### config.mk
export PLATFORM = sky130hd
export DESIGN_NAME = rational_arith_unit_top_flat
export DESIGN_NICKNAME = d
export VERILOG_FILES = /design/src/hdl/rau_pkg.sv /design/src/hdl/rau_if.sv /design/src/hdl/rau_reduce.sv /design/src/hdl/rational_arith_unit_top.sv /design/src/flat_wrapper.sv
export SDC_FILE = /design/constraint.sdc
export NUM_CORES = 2
export LEC_CHECK = 0
export BUFFER_PORTS_ARGS = -buffer_cell sky130_fd_sc_hd__buf_4
export CAP_MARGIN = 20
export CORE_MARGIN = 2
export CORE_UTILIZATION = 55
export DETAILED_ROUTE_END_ITERATION = 16
export HOLD_SLACK_MARGIN = 0.12
export PLACE_DENSITY_LB_ADDON = 0.1
export SETUP_SLACK_MARGIN = 0.4
export SLEW_MARGIN = 10
export SYNTH_ARGS = -nofsm -noshare
export SYNTH_HDL_FRONTEND = slang
export SYNTH_SLANG_ARGS = --single-unit
### constraint.sdc
create_clock -name i_clk -period 8.55 [get_ports i_clk]
set_clock_uncertainty 0.2 [all_clocks]
set_input_delay 0.855 -clock i_clk [delete_from_list [all_inputs] [get_ports i_clk]]
set_output_delay 0.855 -clock i_clk [all_outputs]
set_load 0.05 [all_outputs]
### src/hdl/rau_pkg.sv
// Package with the shared types and constants of the rational arithmetic unit.
`timescale 1ns / 1ps
`default_nettype none
package rau_pkg;

    localparam int NUM_OUT_W = 33;
    localparam int DEN_OUT_W = 31;
    localparam int OP_W      = 4;

    typedef enum logic [OP_W-1:0] {
        OP_ADD = 4'd0,
        OP_SUB = 4'd1,
        OP_MUL = 4'd2,
        OP_DIV = 4'd3,
        OP_EQ  = 4'd4,
        OP_NE  = 4'd5,
        OP_GE  = 4'd6,
        OP_LE  = 4'd7,
        OP_GT  = 4'd8,
        OP_LT  = 4'd9
    } t_op;

    typedef enum logic [3:0] {
        S_IDLE,
        S_LOAD_A,
        S_WAIT_A,
        S_LOAD_B,
        S_WAIT_B,
        S_MUL,
        S_SETUP,
        S_WAIT_R,
        S_DONE
    } t_top_state;

    typedef enum logic [2:0] {
        RD_IDLE,
        RD_TWOS,
        RD_LOOP,
        RD_DIVN,
        RD_DIVD,
        RD_DONE
    } t_red_state;

endpackage
`default_nettype wire

### src/hdl/rau_if.sv
// Request and response channel interfaces of the rational arithmetic unit.
`timescale 1ns / 1ps
`default_nettype none
interface rau_req_if #(
    parameter int OPERAND_WIDTH = 16
);
    logic                            valid;
    logic                            ready;
    logic [rau_pkg::OP_W-1:0]        operation;
    logic signed [OPERAND_WIDTH-1:0] a_num;
    logic signed [OPERAND_WIDTH-1:0] a_den;
    logic signed [OPERAND_WIDTH-1:0] b_num;
    logic signed [OPERAND_WIDTH-1:0] b_den;

    modport source (output valid, operation, a_num, a_den, b_num, b_den, input ready);
    modport sink   (input valid, operation, a_num, a_den, b_num, b_den, output ready);
endinterface

interface rau_rsp_if;
    logic                                 valid;
    logic                                 ready;
    logic signed [rau_pkg::NUM_OUT_W-1:0] result_num;
    logic [rau_pkg::DEN_OUT_W-1:0]        result_den;
    logic                                 compare_true;

    modport source (output valid, result_num, result_den, compare_true, input ready);
    modport sink   (input valid, result_num, result_den, compare_true, output ready);
endinterface
`default_nettype wire

### src/hdl/rau_reduce.sv
// Fraction reducer: binary GCD followed by two shift-subtract divisions.
`timescale 1ns / 1ps
`default_nettype none
module rau_reduce #(
    parameter int PW = 33
) (
    input  wire logic          i_clk,
    input  wire logic          i_rst_n,
    input  wire logic          i_start,
    input  wire logic          i_neg,
    input  wire logic [PW-1:0] i_num,
    input  wire logic [PW-1:0] i_den,
    output logic               o_done,
    output logic               o_neg,
    output logic [PW-1:0]      o_num,
    output logic [PW-1:0]      o_den
);
    localparam int KW = $clog2(PW + 1);
    localparam int CW = $clog2(PW);

    rau_pkg::t_red_state r_state, n_state;
    logic [PW-1:0] r_u, n_u, r_v, n_v, r_g, n_g;
    logic [PW-1:0] r_num, n_num, r_den, n_den;
    logic [PW-1:0] r_q, n_q, r_rem, n_rem;
    logic [KW-1:0] r_k, n_k;
    logic [CW-1:0] r_cnt, n_cnt;
    logic          r_neg, n_neg;
    logic [PW:0]   trial, diff;
    logic [PW-1:0] q_step;
    logic          ge;

    always_ff @(posedge i_clk) begin
        if (!i_rst_n) begin
            r_state <= rau_pkg::RD_IDLE;
        end else begin
            r_state <= n_state;
        end
        r_u   <= n_u;
        r_v   <= n_v;
        r_g   <= n_g;
        r_num <= n_num;
        r_den <= n_den;
        r_q   <= n_q;
        r_rem <= n_rem;
        r_k   <= n_k;
        r_cnt <= n_cnt;
        r_neg <= n_neg;
    end

    always_comb begin
        n_state = r_state;
        n_u     = r_u;
        n_v     = r_v;
        n_g     = r_g;
        n_num   = r_num;
        n_den   = r_den;
        n_q     = r_q;
        n_rem   = r_rem;
        n_k     = r_k;
        n_cnt   = r_cnt;
        n_neg   = r_neg;
        // One restoring division step: shift in the next dividend bit, try to subtract.
        trial   = {r_rem, r_q[PW-1]};
        diff    = trial - {1'b0, r_g};
        ge      = !diff[PW];
        q_step  = {r_q[PW-2:0], ge};
        unique case (r_state)
            rau_pkg::RD_IDLE: begin
                if (i_start) begin
                    n_neg = i_neg;
                    n_num = i_num;
                    n_den = i_den;
                    n_u   = i_num;
                    n_v   = i_den;
                    n_k   = '0;
                    if (i_num == '0) begin
                        n_neg   = 1'b0;
                        n_den   = PW'(1);
                        n_state = rau_pkg::RD_DONE;
                    end else begin
                        n_state = rau_pkg::RD_TWOS;
                    end
                end
            end
            rau_pkg::RD_TWOS: begin
                if (!r_u[0] && !r_v[0]) begin
                    n_u = r_u >> 1;
                    n_v = r_v >> 1;
                    n_k = r_k + KW'(1);
                end else begin
                    n_state = rau_pkg::RD_LOOP;
                end
            end
            rau_pkg::RD_LOOP: begin
                priority if (r_u == '0) begin
                    n_g     = r_v << r_k;
                    n_q     = r_num;
                    n_rem   = '0;
                    n_cnt   = '0;
                    n_state = rau_pkg::RD_DIVN;
                end else if (!r_u[0]) begin
                    n_u = r_u >> 1;
                end else if (!r_v[0]) begin
                    n_v = r_v >> 1;
                end else if (r_u >= r_v) begin
                    n_u = (r_u - r_v) >> 1;
                end else begin
                    n_v = (r_v - r_u) >> 1;
                end
            end
            rau_pkg::RD_DIVN, rau_pkg::RD_DIVD: begin
                n_rem = ge ? diff[PW-1:0] : trial[PW-1:0];
                n_q   = q_step;
                n_cnt = r_cnt + CW'(1);
                if (r_cnt == CW'(PW - 1)) begin
                    n_cnt = '0;
                    n_rem = '0;
                    if (r_state == rau_pkg::RD_DIVN) begin
                        n_num   = q_step;
                        n_q     = r_den;
                        n_state = rau_pkg::RD_DIVD;
                    end else begin
                        n_den   = q_step;
                        n_state = rau_pkg::RD_DONE;
                    end
                end
            end
            rau_pkg::RD_DONE: begin
                n_state = rau_pkg::RD_IDLE;
            end
            default: begin
                n_state = rau_pkg::RD_IDLE;
            end
        endcase
    end

    assign o_done = (r_state == rau_pkg::RD_DONE);
    assign o_neg  = r_neg;
    assign o_num  = r_num;
    assign o_den  = r_den;
endmodule
`default_nettype wire

### src/hdl/rational_arith_unit_top.sv
// Top level of the rational arithmetic unit: sequencer, shared multiplier and output register.
// Usage:
// Requests arrive on i_req (valid/ready); a request carries an operation code and two
// fractions a_num/a_den and b_num/b_den in two's complement. Responses leave on o_rsp
// (valid/ready) with the reduced numerator, the positive reduced denominator and a
// comparison flag. Exactly one response is produced for every accepted request.
// Each request runs through one shared fraction reducer three times (operand a, operand b
// and the result) and through one shared multiplier for five products.
// A reduction runs the binary GCD loop and two shift-subtract divisions at width PW,
// where PW = 2*OPERAND_WIDTH+1; a zero numerator skips the GCD loop and both divisions.
// Comparisons and unused operation codes skip the third reduction.
// The block takes one request at a time; i_req.ready is high only while the sequencer is idle.
// A finished response sits in the output register; the next request can be accepted and
// worked on while that response still waits, and the sequencer holds its result until
// the output register is free.
// Reset (synchronous, active low) returns the sequencer and reducer to idle and
// empties the output register; no memory needs clearing.
`timescale 1ns / 1ps
`default_nettype none
module rational_arith_unit_top #(
    parameter int OPERAND_WIDTH = 16
) (
    input  wire logic   i_clk,
    input  wire logic   i_rst_n,
    rau_req_if.sink     i_req,
    rau_rsp_if.source   o_rsp
);
    localparam int W  = OPERAND_WIDTH;
    localparam int PW = 2 * W + 1;
    localparam int XW = (PW + 1 > rau_pkg::NUM_OUT_W) ? PW + 1 : rau_pkg::NUM_OUT_W;

    rau_pkg::t_top_state r_state, n_state;

    // Captured request.
    logic [rau_pkg::OP_W-1:0] r_op;
    logic [W-1:0] r_in_an, r_in_ad, r_in_bn, r_in_bd;

    // Normalized operands.
    logic         r_aneg, r_bneg;
    logic [W-1:0] r_an, r_ad, r_bn, r_bd;

    // Products from the shared multiplier.
    logic [PW-1:0] r_t1, r_t2, r_dd, r_nn, r_db;
    logic [2:0]    r_mcnt;

    // Result before output formatting.
    logic          r_res_neg, r_flag;
    logic [PW-1:0] r_res_num, r_res_den;

    // Output register.
    logic                                 r_o_valid;
    logic signed [rau_pkg::NUM_OUT_W-1:0] r_o_num;
    logic [rau_pkg::DEN_OUT_W-1:0]        r_o_den;
    logic                                 r_o_flag;

    // Reducer connection.
    logic          red_start, red_neg, red_done, red_oneg;
    logic [PW-1:0] red_num, red_den, red_onum, red_oden;

    logic [W-1:0]    mul_x, mul_y;
    logic [2*W-1:0]  mul_p;
    logic [W-1:0]    ld_num, ld_den_raw, nm, dm;
    logic            nn_s, dn_s;
    logic            s1, s2, a_eff, b_eff, c_eq, c_gt, c_lt, flag_v;
    logic [PW-1:0]   sum_v, d12, d21;
    logic            out_free;
    logic [XW-1:0]   ext_num, sgn_num, ext_den;

    rau_reduce #(.PW(PW)) u_reduce (
        .i_clk   (i_clk),
        .i_rst_n (i_rst_n),
        .i_start (red_start),
        .i_neg   (red_neg),
        .i_num   (red_num),
        .i_den   (red_den),
        .o_done  (red_done),
        .o_neg   (red_oneg),
        .o_num   (red_onum),
        .o_den   (red_oden)
    );

    // Magnitude and sign of the operand being loaded; a zero denominator becomes one.
    always_comb begin
        ld_num     = (r_state == rau_pkg::S_LOAD_A) ? r_in_an : r_in_bn;
        ld_den_raw = (r_state == rau_pkg::S_LOAD_A) ? r_in_ad : r_in_bd;
        nn_s       = ld_num[W-1];
        dn_s       = ld_den_raw[W-1];
        nm         = nn_s ? W'(-ld_num) : ld_num;
        dm         = dn_s ? W'(-ld_den_raw) : ld_den_raw;
        if (dm == '0) begin
            dm   = W'(1);
            dn_s = 1'b0;
        end
    end

    // The multiplier serves one product per cycle, selected by the step counter.
    always_comb begin
        unique case (r_mcnt)
            3'd0:    begin mul_x = r_an; mul_y = r_bd; end
            3'd1:    begin mul_x = r_bn; mul_y = r_ad; end
            3'd2:    begin mul_x = r_ad; mul_y = r_bd; end
            3'd3:    begin mul_x = r_an; mul_y = r_bn; end
            default: begin mul_x = r_ad; mul_y = r_bn; end
        endcase
        mul_p = mul_x * mul_y;
    end

    // Sign handling for add and subtract, and the comparison of a.num*b.den to b.num*a.den.
    always_comb begin
        s1     = r_aneg;
        s2     = (r_op == rau_pkg::OP_SUB) ? !r_bneg : r_bneg;
        sum_v  = r_t1 + r_t2;
        d12    = r_t1 - r_t2;
        d21    = r_t2 - r_t1;
        a_eff  = r_aneg && (r_t1 != '0);
        b_eff  = r_bneg && (r_t2 != '0);
        c_eq   = (a_eff == b_eff) && (r_t1 == r_t2);
        if (a_eff != b_eff) begin
            c_gt = !a_eff;
        end else if (!a_eff) begin
            c_gt = r_t1 > r_t2;
        end else begin
            c_gt = r_t1 < r_t2;
        end
        c_lt   = !c_eq && !c_gt;
        unique case (r_op)
            rau_pkg::OP_EQ: flag_v = c_eq;
            rau_pkg::OP_NE: flag_v = !c_eq;
            rau_pkg::OP_GE: flag_v = !c_lt;
            rau_pkg::OP_LE: flag_v = !c_gt;
            rau_pkg::OP_GT: flag_v = c_gt;
            rau_pkg::OP_LT: flag_v = c_lt;
            default:        flag_v = 1'b0;
        endcase
    end

    assign out_free = !r_o_valid || o_rsp.ready;

    // Sequencer: next state and reducer requests.
    always_comb begin
        n_state   = r_state;
        red_start = 1'b0;
        red_neg   = nn_s != dn_s;
        red_num   = PW'(nm);
        red_den   = PW'(dm);
        unique case (r_state)
            rau_pkg::S_IDLE: begin
                if (i_req.valid) begin
                    n_state = rau_pkg::S_LOAD_A;
                end
            end
            rau_pkg::S_LOAD_A: begin
                red_start = 1'b1;
                n_state   = rau_pkg::S_WAIT_A;
            end
            rau_pkg::S_WAIT_A: begin
                if (red_done) begin
                    n_state = rau_pkg::S_LOAD_B;
                end
            end
            rau_pkg::S_LOAD_B: begin
                red_start = 1'b1;
                n_state   = rau_pkg::S_WAIT_B;
            end
            rau_pkg::S_WAIT_B: begin
                if (red_done) begin
                    n_state = rau_pkg::S_MUL;
                end
            end
            rau_pkg::S_MUL: begin
                if (r_mcnt == 3'd4) begin
                    n_state = rau_pkg::S_SETUP;
                end
            end
            rau_pkg::S_SETUP: begin
                n_state = rau_pkg::S_WAIT_R;
                red_den = r_dd;
                priority case (r_op)
                    rau_pkg::OP_ADD, rau_pkg::OP_SUB: begin
                        red_start = 1'b1;
                        priority if (s1 == s2) begin
                            red_neg = s1;
                            red_num = sum_v;
                        end else if (r_t1 >= r_t2) begin
                            red_neg = s1;
                            red_num = d12;
                        end else begin
                            red_neg = s2;
                            red_num = d21;
                        end
                    end
                    rau_pkg::OP_MUL: begin
                        red_start = 1'b1;
                        red_neg   = r_aneg != r_bneg;
                        red_num   = r_nn;
                    end
                    rau_pkg::OP_DIV: begin
                        red_start = 1'b1;
                        red_num   = r_t1;
                        if (r_db == '0) begin
                            red_neg = r_aneg;
                            red_den = PW'(1);
                        end else begin
                            red_neg = r_aneg != r_bneg;
                            red_den = r_db;
                        end
                    end
                    default: begin
                        n_state = rau_pkg::S_DONE;
                    end
                endcase
            end
            rau_pkg::S_WAIT_R: begin
                if (red_done) begin
                    n_state = rau_pkg::S_DONE;
                end
            end
            rau_pkg::S_DONE: begin
                if (out_free) begin
                    n_state = rau_pkg::S_IDLE;
                end
            end
            default: begin
                n_state = rau_pkg::S_IDLE;
            end
        endcase
    end

    always_ff @(posedge i_clk) begin
        if (!i_rst_n) begin
            r_state <= rau_pkg::S_IDLE;
        end else begin
            r_state <= n_state;
        end
    end

    // Datapath registers.
    always_ff @(posedge i_clk) begin
        if (r_state == rau_pkg::S_IDLE && i_req.valid) begin
            r_op    <= i_req.operation;
            r_in_an <= i_req.a_num;
            r_in_ad <= i_req.a_den;
            r_in_bn <= i_req.b_num;
            r_in_bd <= i_req.b_den;
        end
        if (r_state == rau_pkg::S_WAIT_A && red_done) begin
            r_aneg <= red_oneg;
            r_an   <= red_onum[W-1:0];
            r_ad   <= red_oden[W-1:0];
        end
        if (r_state == rau_pkg::S_WAIT_B && red_done) begin
            r_bneg <= red_oneg;
            r_bn   <= red_onum[W-1:0];
            r_bd   <= red_oden[W-1:0];
            r_mcnt <= '0;
        end
        if (r_state == rau_pkg::S_MUL) begin
            r_mcnt <= r_mcnt + 3'd1;
            unique case (r_mcnt)
                3'd0:    r_t1 <= PW'(mul_p);
                3'd1:    r_t2 <= PW'(mul_p);
                3'd2:    r_dd <= PW'(mul_p);
                3'd3:    r_nn <= PW'(mul_p);
                default: r_db <= PW'(mul_p);
            endcase
        end
        if (r_state == rau_pkg::S_SETUP) begin
            // Comparisons and unused codes give 0/1 here; arithmetic overwrites it later.
            r_res_neg <= 1'b0;
            r_res_num <= '0;
            r_res_den <= PW'(1);
            r_flag    <= flag_v;
        end
        if (r_state == rau_pkg::S_WAIT_R && red_done) begin
            r_res_neg <= red_oneg;
            r_res_num <= red_onum;
            r_res_den <= red_oden;
        end
    end

    // Output formatting: two's complement numerator cut to the field widths.
    always_comb begin
        ext_num = XW'(r_res_num);
        sgn_num = r_res_neg ? -ext_num : ext_num;
        ext_den = XW'(r_res_den);
    end

    always_ff @(posedge i_clk) begin
        if (!i_rst_n) begin
            r_o_valid <= 1'b0;
        end else if (r_state == rau_pkg::S_DONE && out_free) begin
            r_o_valid <= 1'b1;
        end else if (o_rsp.ready) begin
            r_o_valid <= 1'b0;
        end
        if (r_state == rau_pkg::S_DONE && out_free) begin
            r_o_num  <= sgn_num[rau_pkg::NUM_OUT_W-1:0];
            r_o_den  <= ext_den[rau_pkg::DEN_OUT_W-1:0];
            r_o_flag <= r_flag;
        end
    end

    assign i_req.ready        = (r_state == rau_pkg::S_IDLE);
    assign o_rsp.valid        = r_o_valid;
    assign o_rsp.result_num   = r_o_num;
    assign o_rsp.result_den   = r_o_den;
    assign o_rsp.compare_true = r_o_flag;
endmodule
`default_nettype wire

### src/flat_wrapper.sv
// flat-port wrapper written by rule: the top's interface ports become plain ports
module rational_arith_unit_top_flat 
#(
    parameter int OPERAND_WIDTH = 16
)
  (i_clk, i_rst_n, i_req_valid, i_req_operation, i_req_a_num, i_req_a_den, i_req_b_num, i_req_b_den, i_req_ready, o_rsp_valid, o_rsp_result_num, o_rsp_result_den, o_rsp_compare_true, o_rsp_ready);
  rau_req_if #(.OPERAND_WIDTH(OPERAND_WIDTH)) i_req_i ();
  rau_rsp_if o_rsp_i ();
  input  wire logic i_clk;
  input  wire logic i_rst_n;
  input wire logic [$bits(i_req_i.valid)-1:0] i_req_valid;
  input wire logic [$bits(i_req_i.operation)-1:0] i_req_operation;
  input wire logic [$bits(i_req_i.a_num)-1:0] i_req_a_num;
  input wire logic [$bits(i_req_i.a_den)-1:0] i_req_a_den;
  input wire logic [$bits(i_req_i.b_num)-1:0] i_req_b_num;
  input wire logic [$bits(i_req_i.b_den)-1:0] i_req_b_den;
  output wire logic [$bits(i_req_i.ready)-1:0] i_req_ready;
  output wire logic [$bits(o_rsp_i.valid)-1:0] o_rsp_valid;
  output wire logic [$bits(o_rsp_i.result_num)-1:0] o_rsp_result_num;
  output wire logic [$bits(o_rsp_i.result_den)-1:0] o_rsp_result_den;
  output wire logic [$bits(o_rsp_i.compare_true)-1:0] o_rsp_compare_true;
  input wire logic [$bits(o_rsp_i.ready)-1:0] o_rsp_ready;
  assign i_req_i.valid = i_req_valid;
  assign i_req_i.operation = i_req_operation;
  assign i_req_i.a_num = i_req_a_num;
  assign i_req_i.a_den = i_req_a_den;
  assign i_req_i.b_num = i_req_b_num;
  assign i_req_i.b_den = i_req_b_den;
  assign i_req_ready = i_req_i.ready;
  assign o_rsp_valid = o_rsp_i.valid;
  assign o_rsp_result_num = o_rsp_i.result_num;
  assign o_rsp_result_den = o_rsp_i.result_den;
  assign o_rsp_compare_true = o_rsp_i.compare_true;
  assign o_rsp_i.ready = o_rsp_ready;
  rational_arith_unit_top #(.OPERAND_WIDTH(OPERAND_WIDTH)) u_core (.i_clk(i_clk), .i_rst_n(i_rst_n), .i_req(i_req_i), .o_rsp(o_rsp_i));
endmodule
* After elaboration in Yosys (flattened, before gate mapping)
Index checks and enable logic that the tools add are counted.
Cells by class: $add $sub $neg 12, multiply operators 1, order comparisons 4, equal/unequal tests 50, shift-type cells 1, mux-type cells 87, bitwise logic cells 1, reductions and logical operators 61
Operators by type and width (count):
- $mux W33 | 31
- $pmux W33 S3 | 3
- $pmux W33 S2 | 4
- $logic_not A33 Y1 | 3
- $mux W16 | 5
- $reduce_bool A33 Y1 | 2
- $sub A32 B32 Y33 | 2
- $sub A33 B33 Y33 | 2
- $pmux W16 S2 | 2
- $mux W31 | 2
- $pmux W4 S9 | 1
- $sub A34 B33 Y34 | 1
- $add A32 B32 Y33 | 1
- $ge A33 B33 Y1 | 1
- $neg A33 Y33 | 1
- $shl A33 B6 Y33 | 1
- $eq A32 B32 Y1 | 1
- $eq A4 B3 Y1 const B | 8
- $ge A32 B32 Y1 | 1
- $gt A32 B32 Y1 | 1
- $lt A32 B32 Y1 | 1
- $mul A16 B16 Y32 | 1
- $mux W32 | 1
- $neg A16 Y16 | 2
- 39 further kinds | 139
Storage, ports and cells: flip-flop bits (word level) 680, input bits 72, output and inout bits 67, logic and storage cells 256

* Depth between registers and ports, before layout
word-level depth 10, gate-level depth with buffers 35, gate-level depth less buffers 33

* Hierarchy
A second synthesis with hierarchy kept.
Second synthesis, totals: cell total of the unflattened synthesis 5188, area, all modules 50209.4 µm²
By module, submodules not included:
- rational_arith_unit_top | instances 1, cells an instance 3051, area each 31562.8 µm²
- rau_reduce | instances 1, cells an instance 2137, area each 18646.6 µm²

* Least setup slack after synthesis
No wires, ideal clock.
kind reg2reg, start register u_core.r_mcnt[0], end register u_core.r_db[31], data pin, library setup time 278 ps, arrival 7799 ps, data required time 8072 ps, slack 273 ps, stages on the path, launching flop included 35, buffers on the path 3, path through edfxtp_1 ha_1 nor2b_1 clkbuf_1 nor2_1 clkbuf_1 nand2_1 nand2_1 clkbuf_1 nand2_1 fa_1 inv_1 fa_1 inv_1 fa_1 inv_1 fa_1 fa_1 inv_1 fa_1 inv_1 ha_1 o21a_1 o21ai_0 a21boi_0 and3_1 o211ai_1 a31oi_1 a41oi_1 a2111oi_0 o21a_1 o21ai_0 o21ai_0 a21oi_1 xnor2_1
On the way: longest elaborated chain between the ends 4, elaborated cells on any way between the ends 9
Ends and longest elaborated chain:
- start: declaration | line rational_arith_unit_top.sv:44 | logic [2:0] r_mcnt;
- start signal: assignment | line rational_arith_unit_top.sv:258 | r_mcnt <= r_mcnt + 3'd1;
- $eq A3 B2 Y1 / $logic_not A3 Y1 (equally long branches) | line rational_arith_unit_top.sv:98 | unique case (r_mcnt)
- $reduce_or A2 Y1 (no line)
- $pmux W16 S2 | line rational_arith_unit_top.sv:98
- $mul A16 B16 Y32 (*) | line rational_arith_unit_top.sv:105 | mul_p = mul_x * mul_y;
- named net u_core.mul_p[31] | line rational_arith_unit_top.sv:61 | logic [2*W-1:0] mul_p;
- end signal: assignment | line rational_arith_unit_top.sv:264 | default: r_db <= PW'(mul_p);
- end: declaration | line rational_arith_unit_top.sv:43 | logic [PW-1:0] r_t1, r_t2, r_dd, r_nn, r_db;
Mark *: on every way through the listed nets, which the timed path passes. The rest lies on a longest branch. A chain may end at the register's enable or synchronous reset.

* Final worst setup path
start register u_core.r_mcnt[1], end register u_core.r_t1[31], data pin
On the way: longest elaborated chain between the ends 4, elaborated cells on any way between the ends 9
Ends and longest elaborated chain:
- $eq A3 B2 Y1 / $logic_not A3 Y1 (equally long branches) | line rational_arith_unit_top.sv:98
- $reduce_or A2 Y1 (no line)
- $pmux W16 S2 | line rational_arith_unit_top.sv:98
- $mul A16 B16 Y32 (*) | line rational_arith_unit_top.sv:105
- named net u_core.mul_p[31] | line rational_arith_unit_top.sv:61
- end signal: assignment | line rational_arith_unit_top.sv:260 | 3'd0: r_t1 <= PW'(mul_p);
- end: declaration | line rational_arith_unit_top.sv:43
Marks and branches as above.

==> summary.md <==
| Metric | Value |
|---|---|
| Status | completed |
| DRT antenna net count | 0 |
| Layout cells sized above 1 | 12.2% |
| Total of max-cap violations | 0 |
| Routed len/inst | 26.5 um |
| CTS Root Cell | clkbuf_16 |
| Crit end category | flip-flop |
| Die area | 92700 sq um |
| Clock share of power | 18.9% |
| CTS Buffer Depth | 3 |
| WL final | 170 mm |
| Syn_area_per_cell | 9.93 sq um |
| Reg clk slew, reported paths | 70 ps |
| Mapped Area | 49600 sq um |
| Sequential share of the synthesized area | 40.9% |
| Final Cell Area | 56000 sq um |
| Slew headroom | 16.0% |
| Port bufs | 138 |
| Crit path top cell by count | fa_1 |
| Largest area contributor in the netlist | edfxtp_1 |
| Number of H-tree levels | 3 |
| Initial Util | 55.3% |
| YS warnings | 0 |
| Core area | 89700 sq um |
| Largest net degree at the start of global routing | 76 |
| Area Growth Syn to Fin | 12.9% |
| Fin. max-slew vios | 0 |
| Final Net Count | 5751 |
| Worst path slowest cell | fa_1 |
| # hold bufs at CTS | 0 |
| Commonest non-fill, non-tap cell in the layout | edfxtp_1 |
| Hold path start | i_req_a_den[5] |
| Global-route wire length before repair | 250 mm |
| Fill cell count | 7546 |
| Total internal power | 10.2 mW |
| TritonCTS clock tree | built |
| Initial DRC count | 5191 |
| Sw Pwr | 8.22 mW |
| CP Class | flip-flop to flip-flop |
| Clock Sinks | 679 |
| Gr usage total | 36.0% |
| Post-route clock period utilization | 94.8% |
| Type of element launching the critical path | flip-flop |
| # IOs | 139 |
| Comb pwr share | 50.4% |
| Height of the chip | 304 um |
| DRC Markers | 0 |
| DR pass1 iterations | 6 |
| Post-synth EDFFs | 671 |
| RR Startpoint | u_core.r_mcnt[1] |
| Post-layout util | 62.4% |
| Sequential power share | 30.7% |
| Grt ovf | 0 |
| Seq cells post-synth | 679 |
| Vias/cell | 6.39 |
| RSZ-0062 raised after global routing | true |
| Critical path origin | u_core.r_mcnt[1] |
| CTS Buf Count | 76 |
| Max incr delay on CP | 550 ps |
| IR drop worst, VDD | 414 uV |
| Vias | 41000 |
| Die extent in x | 304 um |
| Worst EP arrival | 8330 ps |
| Async SR Flop Fraction | 0% |
| Synth cell types | 91 |
| Number of global-route vias before repair | 38200 |
| Std-Cell Rows | 110 |
| Endpoints failing setup | 0 |
| Crit path required time | 8780 ps |
| Minimum clock period | 8100 ps |
| Net Count, Synth | 5582 |
| Max Fclk | 123 MHz |
| Slew @ Worst Pin | 1260 ps |
| Commonest cells after routing, fill and taps aside | edfxtp_1, nand2_1, inv_1, nor2_1, buf_4 |
| Sw Share | 44.6% |
| Synth Flop Type | edfxtp_1 |
| Initial antenna violation count | 12 |
| Final hold vios | 0 |
| Power Dens Cells | 329 nW/um^2 |
| DP Area | 52600 sq um |
| GPL Wtd Cong | 1.01 |
| Design Power | 18.4 mW |
| Top cells by area, synth | edfxtp_1, fa_1, ha_1 |
| Top cell type's share of synthesized area | 40.6% |
| Max Fanout on Critical Path | 16 |
| Cells after Synth | 5000 |
| Leak pwr | 22.4 nW |
| Worst-Skew Late Latency | 650 ps |
| DP HPWL | 129 mm |
| Worst hold-check path type | input pin to flip-flop |
-- power groups by stage --
stage | logic [mW] | registers [mW] | clock network, mW
2_1_floorplan | 5.45 | 5.30 | 0
3_3_place_gp | 8.61 | 5.67 | 0
3_5_place_dp | 8.66 | 5.69 | 0
4_1_cts | 8.82 | 5.62 | 3.50
5_1_grt | 9.86 | 5.70 | 3.65
6_report | 9.30 | 5.65 | 3.48
-- metrics by stage --
stage	setup slack, ps	cells	TNS [ps]	hold slack [ps]
after floorplan	424	5000	0	200
final	447	6410	0	174
after CTS	351	6376	0	151
after detailed placement	-12.0	6223	-59.6	205
after global placement	124	6221	0	203
after global routing	122	6404	0	158
-- synth_stat cells (85+ instances only) --
library cell / n
nor2_1: 392
o21ai_0: 265
and2_1: 117
ha_1: 310
nand2_1: 540
a21oi_1: 310
mux2i_1: 106
clkbuf_1: 209
xnor2_1: 136
nor3_1: 85
edfxtp_1: 671
inv_1: 470
fa_1: 200
-- final timing paths --
| check | end | slack (ps) | cells past startpoint |
|---|---|---|---|
| worst min-delay path | u_core.r_in_ad[5] | 170 | 1 |
| worst max register to register | u_core.r_t1[31] | 450 | 34 |
| worst max-delay path | u_core.r_t1[31] | 450 | 34 |
| worst min register to register | u_core.o_rsp.result_den[10] | 220 | 0 |
-- registers in the layout, summed over array words and instances (netlist names), 31 cells and up --
register	count
u_core.r_t2	32
u_core.r_t1	32
u_core.r_db	32
u_core.r_dd	32
u_core.o_rsp.result_num	33
u_core.o_rsp.result_den	31
u_core.u_reduce.r_v	32
u_core.u_reduce.r_g	33
u_core.u_reduce.r_rem	33
u_core.u_reduce.r_q	33
u_core.r_res_den	31
u_core.r_res_num	33
u_core.u_reduce.o_num	33
u_core.r_nn	32
u_core.u_reduce.o_den	33
u_core.u_reduce.r_u	33
-- worst max-delay path: cells and delay by family, from the launching register on --
kind / cells / cell delay [ps]
buffers and inverters: 11 / 1300
flip-flops: 1 / 440
AO/OA/AOI/OAI: 10 / 1610
adder cells (fa/ha/maj): 8 / 3500
XOR/XNOR: 1 / 310
AND/OR/NAND/NOR: 4 / 500
-- routing by layer --
| metal | up-vias | share of wire (%) | global-route usage [%] |
|---|---|---|---|
| met5 | - | 0.061 | 0 |
| met4 | 16 | 4.5 | 14.4 |
| met3 | 365 | 12 | 8.92 |
| met2 | 2289 | 42 | 51.3 |
| met1 | 19900 | 42 | 52.6 |
| li1 | 18300 | - | - |
-- kinds of logic (layout without fill, tap and decap cells) --
logic type | Yosys count | count (layout) | share of synthesized area, %
AND/OR/NAND/NOR | 1527 | 1527 | 14.5
multiplexers | 137 | 137 | 3.29
buffers and inverters | 728 | 956 | 5.67
AO/OA/AOI/OAI | 1226 | 1226 | 16.3
flip-flops | 679 | 679 | 40.9
XOR/XNOR | 193 | 193 | 3.42
adder cells (fa/ha/maj) | 510 | 510 | 15.9
other | 0 | 6 | 0
-- what timing repair did --
item | 4_1_cts | 5_1_grt
pin swaps | 12 | 17
resized for setup | 39 | 57
cloned | 2 | 2
endpoints found under the setup margin | 33 | 55
buffers inserted | 14 | 25
-- layout make-up --
cell class                 count  area, sq um  share of cell area (%)
clock inverter                51          641                    1.14
inverter                     471         1770                    3.16
clock buffer                  86         1980                    3.54
tap                         1176         1470                    2.63
timing repair buffer         348         2790                    4.98
sequential                   679        20300                    36.3
antenna                        6         15.0                  0.0268
multi-input combinational   3593        27000                    48.3
No activity file was read; power rests on OpenSTA's default activity.
